===== src/hw/rtl/sorted_matrix_binary_search_defines.svh =====
// ----------------------------------------------------------------------------
// Sorted matrix binary search: assertion macros
// Concurrent assertion helpers sampled on clk_i and disabled while rst_ni is
// low. They expand to nothing when SYNTH is defined.
// ----------------------------------------------------------------------------
`ifndef SORTED_MATRIX_BINARY_SEARCH_DEFINES_SVH
`define SORTED_MATRIX_BINARY_SEARCH_DEFINES_SVH

`ifndef SYNTH
// Same-cycle implication.
`define SMS_ASSERT_IMPL(name, ante, cons) \
  name: assert property (@(posedge clk_i) disable iff (!rst_ni) (ante) |-> (cons)) \
    else $error("sorted matrix search: same-cycle check failed");
// Next-cycle implication.
`define SMS_ASSERT_NEXT(name, ante, cons) \
  name: assert property (@(posedge clk_i) disable iff (!rst_ni) (ante) |=> (cons)) \
    else $error("sorted matrix search: next-cycle check failed");
`else
`define SMS_ASSERT_IMPL(name, ante, cons)
`define SMS_ASSERT_NEXT(name, ante, cons)
`endif

`endif


===== src/hw/rtl/sms_pkg.sv =====
`timescale 1ns / 1ps
// ----------------------------------------------------------------------------
// Sorted matrix binary search package
// Shared widths, codes and the command and status words between the
// controller and the datapath.
// ----------------------------------------------------------------------------
package sms_pkg;

  localparam int unsigned CNT_W        = 5;
  localparam int unsigned IDX_W        = 2 * CNT_W;
  localparam int unsigned DATA_W       = 32;
  localparam int unsigned POS_W        = 4;
  localparam int unsigned CFG_IDX_W    = 1;
  localparam int unsigned MAX_ROWS_DEF = 16;
  localparam int unsigned MAX_COLS_DEF = 16;

  localparam logic [CFG_IDX_W-1:0] CFG_ROW_COUNT = 1'b0;
  localparam logic [CFG_IDX_W-1:0] CFG_COL_COUNT = 1'b1;

  localparam logic ACT_LOAD   = 1'b0;
  localparam logic ACT_SEARCH = 1'b1;

  typedef struct packed {
    logic load_entry;
    logic latch;
    logic rd_first;
    logic rd_last;
    logic div_start;
    logic rd_probe;
    logic update;
  } cmd_t;

  typedef struct packed {
    logic empty;
    logic below;
    logic above;
    logic hit;
    logic div_done;
    logic range_empty;
  } sts_t;

endpackage


===== src/hw/rtl/sms_ctrl.sv =====
`timescale 1ns / 1ps
// ----------------------------------------------------------------------------
// Sorted matrix search controller
// Issues entry loads, sequences the end checks and the probe loop, and drives the result strobe.
// ----------------------------------------------------------------------------
module sms_ctrl (
  input  logic          clk_i,
  input  logic          rst_ni,
  input  logic          start_i,
  input  logic          action_i,
  input  sms_pkg::sts_t sts_i,
  output sms_pkg::cmd_t cmd_o,
  output logic          busy_o,
  output logic          done_o,
  output logic          found_o
);

  typedef enum logic [6:0] {
    S_IDLE  = 7'b0000001,
    S_INIT  = 7'b0000010,
    S_FIRST = 7'b0000100,
    S_LAST  = 7'b0001000,
    S_DIV   = 7'b0010000,
    S_CMP   = 7'b0100000,
    S_NEXT  = 7'b1000000
  } state_e;

  state_e state_q, state_d;
  logic   done_q, done_d;
  logic   found_q, found_d;
  logic   accept;

  assign busy_o = (state_q != S_IDLE);
  assign accept = start_i && (state_q == S_IDLE);

  always_comb begin
    state_d = state_q;
    cmd_o   = '0;
    done_d  = 1'b0;
    found_d = 1'b0;
    case (state_q)
      S_IDLE: begin
        if (accept) begin
          if (action_i == sms_pkg::ACT_LOAD) begin
            cmd_o.load_entry = 1'b1;
          end else begin
            cmd_o.latch = 1'b1;
            state_d     = S_INIT;
          end
        end
      end
      S_INIT: begin
        if (sts_i.empty) begin
          done_d  = 1'b1;
          state_d = S_IDLE;
        end else begin
          cmd_o.rd_first = 1'b1;
          state_d        = S_FIRST;
        end
      end
      S_FIRST: begin
        if (sts_i.below) begin
          done_d  = 1'b1;
          state_d = S_IDLE;
        end else begin
          cmd_o.rd_last = 1'b1;
          state_d       = S_LAST;
        end
      end
      S_LAST: begin
        if (sts_i.above) begin
          done_d  = 1'b1;
          state_d = S_IDLE;
        end else begin
          cmd_o.div_start = 1'b1;
          state_d         = S_DIV;
        end
      end
      S_DIV: begin
        // The probe read is issued in the cycle the split index is ready.
        if (sts_i.div_done) begin
          cmd_o.rd_probe = 1'b1;
          state_d        = S_CMP;
        end
      end
      S_CMP: begin
        if (sts_i.hit) begin
          done_d  = 1'b1;
          found_d = 1'b1;
          state_d = S_IDLE;
        end else begin
          cmd_o.update = 1'b1;
          state_d      = S_NEXT;
        end
      end
      S_NEXT: begin
        if (sts_i.range_empty) begin
          done_d  = 1'b1;
          state_d = S_IDLE;
        end else begin
          cmd_o.div_start = 1'b1;
          state_d         = S_DIV;
        end
      end
      default: begin
        state_d = S_IDLE;
      end
    endcase
  end

  always_ff @(posedge clk_i or negedge rst_ni) begin
    if (!rst_ni) begin
      state_q <= S_IDLE;
      done_q  <= 1'b0;
      found_q <= 1'b0;
    end else begin
      state_q <= state_d;
      done_q  <= done_d;
      found_q <= found_d;
    end
  end

  assign done_o  = done_q;
  assign found_o = found_q;

endmodule


===== config.mk =====
export PLATFORM = sky130hd
export DESIGN_NAME = sms_ctrl
export DESIGN_NICKNAME = d
export VERILOG_FILES = /design/src/hw/rtl/sorted_matrix_binary_search_defines.svh /design/src/hw/rtl/sms_pkg.sv /design/src/hw/rtl/sms_ctrl.sv
export SDC_FILE = /design/constraint.sdc
export NUM_CORES = 1
export LEC_CHECK = 0
export BUFFER_PORTS_ARGS = -buffer_cell sky130_fd_sc_hd__buf_2
export CORE_AREA = 2 2 39 41
export DETAILED_ROUTE_END_ITERATION = 7
export DIE_AREA = 0 0 41 43
export HOLD_SLACK_MARGIN = 0.1
export PLACE_DENSITY = 0.7
export SLEW_MARGIN = 30
export SYNTH_ARGS = -nofsm -noshare
export SYNTH_HDL_FRONTEND = slang
export SYNTH_SLANG_ARGS = --single-unit
export TNS_END_PERCENT = 100

===== constraint.sdc =====
create_clock -name clk_i -period 2.1 [get_ports clk_i]
set_input_delay 0.315 -clock clk_i [delete_from_list [all_inputs] [get_ports clk_i]]
set_output_delay 0.315 -clock clk_i [all_outputs]
set_load 0.05 [all_outputs]

**Yosys cells after proc, flatten, opt, wreduce, memory -nomap -nowiden**

Index checks and enable logic that the tools add are counted.

- Register bits after elaboration: 9
- Bits of input ports: 10
- Output and inout bits: 10

- Equal/unequal tests: 11
- Muxes and demuxes: 31
- Reductions and logical operators: 2

Operator list:

| cell | number |
|---|---|
| 7-bit one-hot mux with 7 select lines | 1 |
| 7-bit two-way mux | 4 |
| 1-bit two-way mux | 18 |
| 5-bit two-way mux | 2 |
| 7-bit by 1-bit equality test with 1-bit output, second input constant | 1 |
| 7-bit by 2-bit equality test with 1-bit output, second input constant | 1 |
| 7-bit by 3-bit equality test with 1-bit output, second input constant | 1 |
| 7-bit by 4-bit equality test with 1-bit output, second input constant | 1 |
| 7-bit by 5-bit equality test with 1-bit output, second input constant | 1 |
| 7-bit by 6-bit equality test with 1-bit output, second input constant | 1 |
| 7-bit equality test, second input constant | 1 |
| 7-bit by 1-bit inequality test with 1-bit output, second input constant | 1 |
| 2-bit inequality test, second input constant | 3 |
| 1-bit one-hot mux with 5 select lines | 1 |
| 2-bit two-way mux | 2 |
| 4-bit two-way mux | 1 |
| 3-bit two-way mux | 1 |
| 3-bit AND reduction | 1 |
| 1-bit one-hot mux with 2 select lines | 1 |
| 1-bit logical AND | 1 |

**Depth between registers and ports, before layout**

Gate-level depths: netlist (run 1).

- Depth after elaboration: 4
- Depth in mapped cells: 5

**Worst setup path after synthesis (run 1)**

OpenSTA, ideal clock, no wires.

- Path kind: reg-to-output
- From: register state_q[4]
- To: output cmd_o[6] in the netlist's numbering
- Arrival time: 1.708 ns
- Data required time: 1.785 ns
- Setup slack: 0.077 ns
- Stages on the path, launching flop included: 5
- Path through: dfrtp_1 -> nor3_2 -> and4b_1 -> nand2_1 -> nor2_1

RTL lines:

| element | line | RTL |
|---|---|---|
| from (decl) | sms_ctrl.sv:28 | `state_e state_q, state_d;` |
| from (signal assigned) | sms_ctrl.sv:117 | `state_q <= state_d;` |
| to (decl) | sms_ctrl.sv:12 | `output sms_pkg::cmd_t cmd_o,` |

==> metrics.csv, run 1 <==
stage;metric;value;unit
outcome;run status;finished clean;
detailed_routing;Residual DRC;0;
detailed_routing;wire per inst;12.0;um
worst_setup_path;worst r2r path cells;4;
global_route;antenna violations before repair;0;
placed_design;count of buffers from port buffering;19;
detailed_routing;DRT iter0 DRCs;7;
finish;number of diodes;0;
run;max cap viols;0;
sta;Final Hold Viols;0;
worst_setup_path;worst path bufs/invs;1;
synth;leading area contributor after synthesis;dfrtp_1;
die;Cell Rows;14;
synth;count leader, synth;nor2_1;
sta;ratio of final minimum period to clock period;0.971;
detailed_routing;Pre-antenna DRT Iters;4;
synth;Synth Net Count;72;
synth;Post-synth EDFFs;0;
detailed_routing;Routed WL;1.20;mm
die;Die W;41;um
placed_design;gpl congestion;0.847;
power_and_ir_drop;PD cells;825;nW/um2
synth;most instantiated cells after synthesis;nor2_1 (12), dfrtp_1 (8), nand2_1 (5);
global_route;vias in the first global route;467;
synth;Post-Syn Area;568;um2
sta;Tmin final;2.04;ns
die;core outline area;1380;um2
global_route;grt total ovfl;0;
detailed_routing;via/cell ratio;5.43;
sta;Max Transition Viols Final;0;
synth;post-synthesis area per instance;9.16;um2
worst_setup_path;Levels on crit path;5;
worst_setup_path;slowest stage delay, CP;0.48;ns
worst_setup_path;critical-path cell list;nor3_4 > and4b_1 > nand2_1 > nor2_1 > buf_2;
detailed_routing;Vias;543;
synth;Synth top area share;0.352;
global_route;largest net degree at the start of global routing;10;
die;Initial Util;0.410;
synth;largest cells by area after synthesis;dfrtp_1 (35%), nor2_1 (7.9%), and4b_1 (7.0%);
synth;Synth Flop Type;dfrtp_1;
worst_setup_path;Worst Path Max Fanout;8;
synth;ys async rst share;1.00;
power_and_ir_drop;Peak VDD IR;563;uV
worst_setup_path;critical path startpoint category;flip-flop;
detailed_routing;Post-DRT Antenna Nets;0;
worst_setup_path;Critical-path top delay cell;dfrtp_2;
synth;synth unique cells;26;
finish;fin util;0.516;
finish;Layout area overhead;25.8;%
clocking;clock latency at the later pin of the worst-skew pair;0.26;ns
die;Die Y-Extent;43;um
clocking;CTS root buffer;clkbuf_4;
worst_setup_path;CP arrival;1.72;ns
synth;flops & latches, synth;9;
worst_setup_path;Data required, critical path;1.78;ns
power_and_ir_drop;Pleak;0.000369;uW
clocking;CTS tree;yes;
die;die area;1760;um2
synth;Gate Count Post-Synth;62;
worst_setup_path;Setup crit end kind;primary output;
worst_setup_path;crit path kind;flip-flop to primary output;
placed_design;DP Cell Count;94;
worst_setup_path;Crit path max-delay family;simple AND/OR/NAND/NOR gates;
clocking;CTS max path bufs;2;
finish;nets;95;
sta;Clock Skew;0.000176;ns
sta;final-report setup violation count;0;
synth;Seq/Total Area, Yosys;0.399;
clocking;number of CTS-inserted buffers;3;
worst_hold_path;WHS Path Cells;2;
power_and_ir_drop;Total Power;589;uW
synth;Synth warnings;0;
clocking;CTS clk-pin slew, worst paths;0.06;ns
worst_hold_path;Min-Delay Path Class;input port to flip-flop;
die;io pins;20;
placed_design;DP HPWL;875;um
global_route;first-pass GRT wire length;1.99;mm
global_route;gr usage total;0.164;
finish;share of layout cells above drive strength 1;0.369;
sta;fmax;491;MHz
clocking;H-Tree Depth;1;
finish;final std cells w/o fill;100;
sta;Worst-Margin Slew;0.283;ns
clocking;clk sinks;9;
sta;Slew Limit Headroom;0.810;
metrics by stage:
stage | hold slack (ns) | worst slack [ns] | TNS [ns] | cell area [um2]
global placement | 0.177 | 0.296 | 0 | 649
detailed placement | 0.177 | 0.253 | 0 | 649
finish | 0.217 | 0.0615 | 0 | 714
global route | 0.212 | -0.0154 | -0.0154 | 714
CTS | 0.218 | 0.0300 | 0 | 692
floorplan | 0.0194 | 0.0767 | 0 | 568
final timing paths:
path,start,end,slack (ns)
max,state_q[6],cmd_o[6],0.06
min,sts_i[2],state_q[6],0.22
max reg2reg,state_q[2],state_q[0],0.69
min reg2reg,state_q[1],state_q[2],0.72
max in group asynchronous,rst_ni,state_q[0],1.44
min in group asynchronous,rst_ni,found_o,0.42
cell usage in the layout, fill, tap and decap left out, types with 3 or more instances in the layout:
cell type / n
and4b_1: 4
buf_2: 18
clkbuf_4: 4
dfrtp_1: 7
inv_1: 3
nand2_1: 5
nor2_1: 12
registers in the layout (all words and copies together) (netlist names):
register and count:
state_q 7, done_o 1, found_o 1
power breakdown:
part	switching (uW)	internal, uW
sequential	28.9	196
clock	63.5	73.4
combinational	142	85.8
final cells by class:
class / instances / area (um2)
tap: 16 / 20.0
inverter: 3 / 11.3
timing repair buffer: 21 / 115
clock buffer: 4 / 26.3
fill: 134 / 669
multi-input combinational: 47 / 314
sequential: 9 / 228
metal layers:
metal / GRT usage / share of wire / vias up
met5: 0 / 0 / -
met4: 0.0600 / 0.013 / 0
met1: 0.245 / 0.44 / 252
li1: - / - / 273
met2: 0.219 / 0.50 / 16
met3: 0.0471 / 0.048 / 2
cells by family (layout without fill, tap and decap cells):
logic type                count (synthesis)  in the layout  share of synthesized area
and+or+nand+nor                          36             36                      0.379
AOI/OAI and AO/OA                        10             10                      0.128
DFF                                       9              9                      0.399
buffers and inverters                     6             28                     0.0793
xor gates and xnor gates                  1              1                     0.0154
repair_timing:
| item | 4_1_cts | 5_1_grt |
|---|---|---|
| setup endpoints to repair | 2 | 4 |
| hold endpoints to repair | 8 | 0 |
| gates resized for setup | 1 | 4 |
| hold buffers | 1 | 0 |
| pin swaps | 0 | 1 |
| setup buffers | 0 | 1 |
(Power assumes the default switching activity.)
==> run 2, diff against run 1 <==
Settings changed: GPL_ROUTABILITY_DRIVEN set to 1, RECOVER_POWER set to 50.
==> metrics.csv, run 2 (synthesized netlist as in run 1, its figures left out) <==
stage;metric;value;unit;change
clocking;CTS root buffer;clkbuf_4;;
clocking;CTS clk-pin slew, worst paths;0.06;ns;about the same
run;max cap viols;0;;unchanged
finish;most common cell after layout, fill and taps aside;buf_2;;
finish;Seq. cell area;228;um2;unchanged
die;io pins;20;;unchanged
die;Cell Rows;14;;unchanged
finish;Layout area overhead;25.6;%;
worst_setup_path;critical-path cell list;nor3_4 > and4b_1 > nand2_1 > nor2_1 > buf_2;;
detailed_routing;Vias;544;;+0.18%
worst_setup_path;Levels on crit path;5;;unchanged
sta;Worst-Margin Slew;0.481;ns;+0.198 ns
worst_setup_path;Critical Path Start;state_q[6];;
finish;Finished Cell Area;713;um2;-0.18%
finish;number of flip-flops in the largest register;7;;unchanged
finish;fin util;0.515;;-0.000904
sta;WHS;0.216;ns;-0.000242 ns
worst_setup_path;worst path bufs/invs;1;;unchanged
sta;Clock Skew;0.000437;ns;+0.000261 ns
finish;fill cell count;135;;+0.75%
placed_design;gpl congestion;0.847;;unchanged
clocking;H-Tree Depth;1;;unchanged
die;Die Y-Extent;43;um;unchanged
sta;Tmin final;2.04;ns;+0.00212 ns
detailed_routing;via/cell ratio;5.44;;+0.18%
sta;final-report setup violation count;0;;unchanged
worst_setup_path;CP endpoint;cmd_o[6];;
clocking;CTS tree;yes;;
die;Die W;41;um;unchanged
detailed_routing;Routed WL;1.21;mm;+0.50%
sta;fmax;490;MHz;-0.10%
worst_hold_path;Min-Delay Path Class;input port to flip-flop;;
worst_setup_path;crit path kind;flip-flop to primary output;;
worst_setup_path;Critical R2R Launch;state_q[2];;
worst_setup_path;Crit path max-delay family;simple AND/OR/NAND/NOR gates;;
die;Initial Util;0.410;;unchanged
power_and_ir_drop;Total Power;589;uW;about the same
global_route;largest net degree at the start of global routing;10;;unchanged
worst_setup_path;Setup crit end kind;primary output;;
global_route;first-pass GRT wire length;1.99;mm;unchanged
clocking;clk sinks;9;;unchanged
detailed_routing;DRT iter0 DRCs;7;;unchanged
global_route;grt total ovfl;0;;unchanged
worst_setup_path;Reg-to-Reg End;state_q[0];;
detailed_routing;met2 wire length;601;um;+1.0%
finish;Top reg by flops;state_q;;
worst_setup_path;Data required, critical path;1.78;ns;about the same
placed_design;DP HPWL;875;um;unchanged
detailed_routing;Residual DRC;0;;unchanged
sta;Max Transition Viols Final;0;;unchanged
worst_setup_path;CP arrival;1.73;ns;about the same
detailed_routing;wire per inst;12.1;um;+0.50%
worst_setup_path;critical path startpoint category;flip-flop;;
outcome;run status;finished clean;;
sta;ratio of final minimum period to clock period;0.972;;+0.00101
finish;Multi-input gate area;314;um2;unchanged
sta;Slew Limit Headroom;0.679;;-0.131
clocking;CTS max path bufs;2;;unchanged
global_route;vias in the first global route;467;;unchanged
power_and_ir_drop;PD cells;827;nW/um2;+0.24%
worst_setup_path;R2R Setup Slk;0.68;ns;about the same
worst_setup_path;Critical-path top delay cell;dfrtp_2;;
worst_setup_path;slowest stage delay, CP;0.48;ns;about the same
die;die area;1760;um2;unchanged
finish;nets;95;;unchanged
placed_design;Placement Cell Area;649;um2;unchanged
global_route;gr usage total;0.164;;unchanged
detailed_routing;Pre-antenna DRT Iters;5;;+1
worst_setup_path;worst r2r path cells;4;;unchanged
finish;most frequent cells in the layout;buf_2 (17), nor2_1 (12), dfrtp_1 (7);;
detailed_routing;uppermost layer routed;met4;;
worst_setup_path;Worst Path Max Fanout;8;;unchanged
clocking;clock latency at the later pin of the worst-skew pair;0.26;ns;about the same
sta;Final Hold Viols;0;;unchanged
finish;number of diodes;0;;unchanged
detailed_routing;DRT met1 WL;539;um;+1.5%
power_and_ir_drop;Pleak;0.000366;uW;-0.75%
clocking;number of CTS-inserted buffers;3;;unchanged
placed_design;count of buffers from port buffering;19;;unchanged
die;core outline area;1380;um2;unchanged
global_route;antenna violations before repair;0;;unchanged
detailed_routing;Post-DRT Antenna Nets;0;;unchanged
detailed_routing;met3 wire len;50;um;-14%
power_and_ir_drop;Peak VDD IR;563;uV;about the same
finish;share of layout cells above drive strength 1;0.357;;-0.0119
-- run 2: cell count changes in the layout (fill, tap and decap cells not counted), sizes merged --
cell,before,now
buf,19,18
clkbuf,5,6
-- run 2: worst reg2reg max path, stage by stage, from the launching register on --
cell	delay, ns
dfrtp_1	0.51
nor2_1	0.12
and4b_1	0.27
a221oi_1	0.30
o211ai_1	0.13
-- run 2: stage by stage --
stage | TNS (ns) | std cells | worst slack (ns)
final | 0 | 100 | 0.0594
after global routing | -0.0154 | 100 | -0.0154
after detailed placement | 0 | 94 | 0.253
after floorplan | 0 | 62 | 0.0767
after global placement | 0 | 94 | 0.296
after CTS | 0 | 99 | 0.0300
-- run 2: how the worst min path moves through the flow --
stage / to / depth (start not counted) / from
after floorplan: done_o / 0 / rst_ni
after global placement: state_q[1] / 1 / rst_ni
after detailed placement: found_o / 1 / rst_ni
after CTS: state_q[6] / 2 / sts_i[2]
after global routing: state_q[6] / 2 / sts_i[2]
final: state_q[6] / 2 / sts_i[2]
-- run 2: what timing repair did --
action,in CTS,in global routing
pin swaps,0,1
endpoints found under the setup margin,2,4
hold buffers,1,0
setup buffers,0,1
resized for setup,1,4
hold endpoints to repair,8,0
-- run 2: layer usage --
| layer | vias up | global-route usage |
|---|---|---|
| met1 | 253 | 0.245 |
| li1 | 272 | - |
| met4 | 0 | 0.0600 |
| met3 | 2 | 0.0471 |
| met5 | - | 0 |
| met2 | 17 | 0.219 |
-- run 2: power breakdown --
group          total (uW)  internal (uW)  leakage, uW  switching [uW]
combinational         228           85.6     0.000232             142
clock                 137           73.5    0.0000150            63.8
sequential            225            196     0.000120            28.9
-- run 2: cell type report --
class | instances | share of cell area
Inverter | 3 | 0.0158
Sequential cell | 9 | 0.319
Timing Repair Buffer | 21 | 0.160
Clock buffer | 4 | 0.0368
Tap cell | 16 | 0.0281
Multi-Input combinational cell | 47 | 0.440
==> run 3, diff against run 2 <==
Clock period 2.1 ns to 2.54 ns, I/O delays scaled along.
==> metrics.csv, run 3 (synthesized netlist as in run 1, its figures left out) <==
stage;metric;value;unit;change
worst_setup_path;Data required, critical path;2.16;ns;+0.38 ns
global_route;gr usage total;0.163;;-0.00118
worst_hold_path;Min-Delay Path Class;input port to flip-flop;;
finish;number of diodes;0;;unchanged
clocking;H-Tree Depth;1;;unchanged
worst_setup_path;Worst Path Max Fanout;7;;-1
finish;Finished Cell Area;682;um2;-4.4%
finish;most frequent cells in the layout;buf_2 (16), nor2_1 (12), dfrtp_1 (8);;
clocking;clock latency at the later pin of the worst-skew pair;0.26;ns;about the same
detailed_routing;Pre-antenna DRT Iters;4;;-1
clocking;number of CTS-inserted buffers;3;;unchanged
placed_design;DP HPWL;875;um;unchanged
finish;fin util;0.493;;-0.0226
global_route;vias in the first global route;465;;-0.43%
detailed_routing;DRT iter0 DRCs;5;;-2
die;core outline area;1380;um2;unchanged
detailed_routing;wire per inst;11.8;um;-2.6%
finish;Top reg by flops;state_q;;
detailed_routing;Post-DRT Antenna Nets;0;;unchanged
finish;number of flip-flops in the largest register;7;;unchanged
placed_design;pre-CTS WS;0.627;ns;+0.374 ns
detailed_routing;Routed WL;1.16;mm;-3.6%
worst_setup_path;CP arrival;1.83;ns;+0.10 ns
die;die area;1760;um2;unchanged
sta;setup TNS;0;ns;unchanged
sta;Max Transition Viols Final;0;;unchanged
placed_design;gpl congestion;0.847;;unchanged
clocking;CTS root buffer;clkbuf_4;;
global_route;grt total ovfl;0;;unchanged
worst_setup_path;critical path startpoint category;flip-flop;;
sta;Setup WS post-layout;0.331;ns;+0.272 ns
clocking;CTS tree;yes;;
placed_design;count of buffers from port buffering;19;;unchanged
power_and_ir_drop;Pleak;0.000348;uW;-5.1%
worst_setup_path;crit path kind;flip-flop to primary output;;
clocking;CTS max path bufs;2;;unchanged
power_and_ir_drop;Psw;191;uW;-18%
sta;Tmin final;2.21;ns;
finish;Layout area overhead;20.0;%;
finish;nets;94;;-1.1%
power_and_ir_drop;Pint;290;uW;-18%
run;max cap viols;0;;unchanged
sta;Slew Limit Headroom;0.608;;-0.0713
placed_design;DP Cell Count;94;;unchanged
sta;fmax;453;MHz;
detailed_routing;Vias;526;;-3.3%
finish;fill cell count;140;;+3.7%
sta;Clock Skew;0.00102;ns;+0.000582 ns
die;Initial Util;0.410;;unchanged
power_and_ir_drop;Peak VDD IR;462;uV;-18%
placed_design;Placement Cell Area;649;um2;unchanged
worst_setup_path;Setup crit end kind;primary output;;
die;io pins;20;;unchanged
die;Die Y-Extent;43;um;unchanged
global_route;largest net degree at the start of global routing;10;;unchanged
sta;final-report setup violation count;0;;unchanged
clocking;post-cts resize count;0;;-1
power_and_ir_drop;Sw Share;0.398;;about the same
sta;RSZ-0062 raised after global routing;false;;
die;Die W;41;um;unchanged
clocking;CTS clk-pin slew, worst paths;0.06;ns;about the same
outcome;run status;finished clean;;
detailed_routing;via/cell ratio;5.31;;-2.3%
finish;share of layout cells above drive strength 1;0.289;;-0.0680
global_route;first-pass GRT wire length;1.97;mm;-0.70%
power_and_ir_drop;clock network power share;0.236;;+0.003
power_and_ir_drop;Logic pwr share;0.381;;-0.005
finish;most common cell after layout, fill and taps aside;buf_2;;
clocking;clk sinks;9;;unchanged
sta;ratio of final minimum period to clock period;0.870;;
sta;Final Hold Viols;0;;unchanged
power_and_ir_drop;share of power burned in registers;0.382;;about the same
power_and_ir_drop;PD cells;705;nW/um2;-15%
die;Cell Rows;14;;unchanged
worst_setup_path;Critical-path top delay cell;dfrtp_1;;
sta;Worst-Margin Slew;0.590;ns;+0.109 ns
worst_setup_path;critical-path cell list;nor3_2 > and4b_1 > and3_1 > buf_2;;
global_route;antenna violations before repair;0;;unchanged
finish;final std cells w/o fill;99;;-1.0%
worst_setup_path;slowest stage delay, CP;0.44;ns;-0.04 ns
detailed_routing;Residual DRC;0;;unchanged
run 3: per-layer routing:
metal,global-route usage,up-vias,wire length [um]
li1,-,270,-
met1,0.241,241,536
met2,0.219,13,563
met3,0.0471,2,48
met4,0.0600,0,16
met5,0,-,0
run 3: worst paths after layout:
| kind | slack (ns) | from | cells past startpoint | end |
|---|---|---|---|---|
| max | 0.33 | state_q[4] | 4 | cmd_o[5] |
| min | 0.29 | sts_i[2] | 2 | state_q[6] |
| max in group asynchronous | 1.61 | rst_ni | 2 | state_q[0] |
| min in group asynchronous | 0.58 | rst_ni | 2 | state_q[3] |
| max reg2reg | 1.13 | state_q[4] | 4 | state_q[0] |
| min reg2reg | 0.71 | state_q[1] | 2 | state_q[2] |
run 3: area by class of cell:
type	count	area, um2	area share
clock buffers	4	26.3	0.0385
inverters	3	11.3	0.0165
multi-input cells	47	297	0.435
flip-flops and latches	9	226	0.332
well taps	16	20.0	0.0294
repair buffers	20	101	0.149
run 3: worst max-delay path: cells and delay by family, from the launching register on:
| family | cells | cell delay, ns |
|---|---|---|
| simple gates | 3 | 0.87 |
| flops | 1 | 0.44 |
| buf+inv | 1 | 0.25 |
run 3: what timing repair did:
item,4_1_cts,5_1_grt
setup buffers,0,0
hold endpoints to repair,8,0
hold buffers,1,0
run 3: metrics by stage:
stage | power (uW) | hold slack, ns
after CTS | 482 | 0.284
after detailed placement | 369 | 0.243
after floorplan | 327 | 0.0854
after global routing | 513 | 0.282
after global placement | 366 | 0.243
final | 481 | 0.286
run 3: power groups by stage:
| stage | Combinational, uW | Clock [uW] | Sequential (uW) |
|---|---|---|---|
| global placement | 181 | 0 | 185 |
| global route | 201 | 124 | 187 |
| floorplan | 144 | 0 | 183 |
| detailed placement | 183 | 0 | 186 |
| CTS | 184 | 114 | 184 |
| finish | 184 | 114 | 184 |
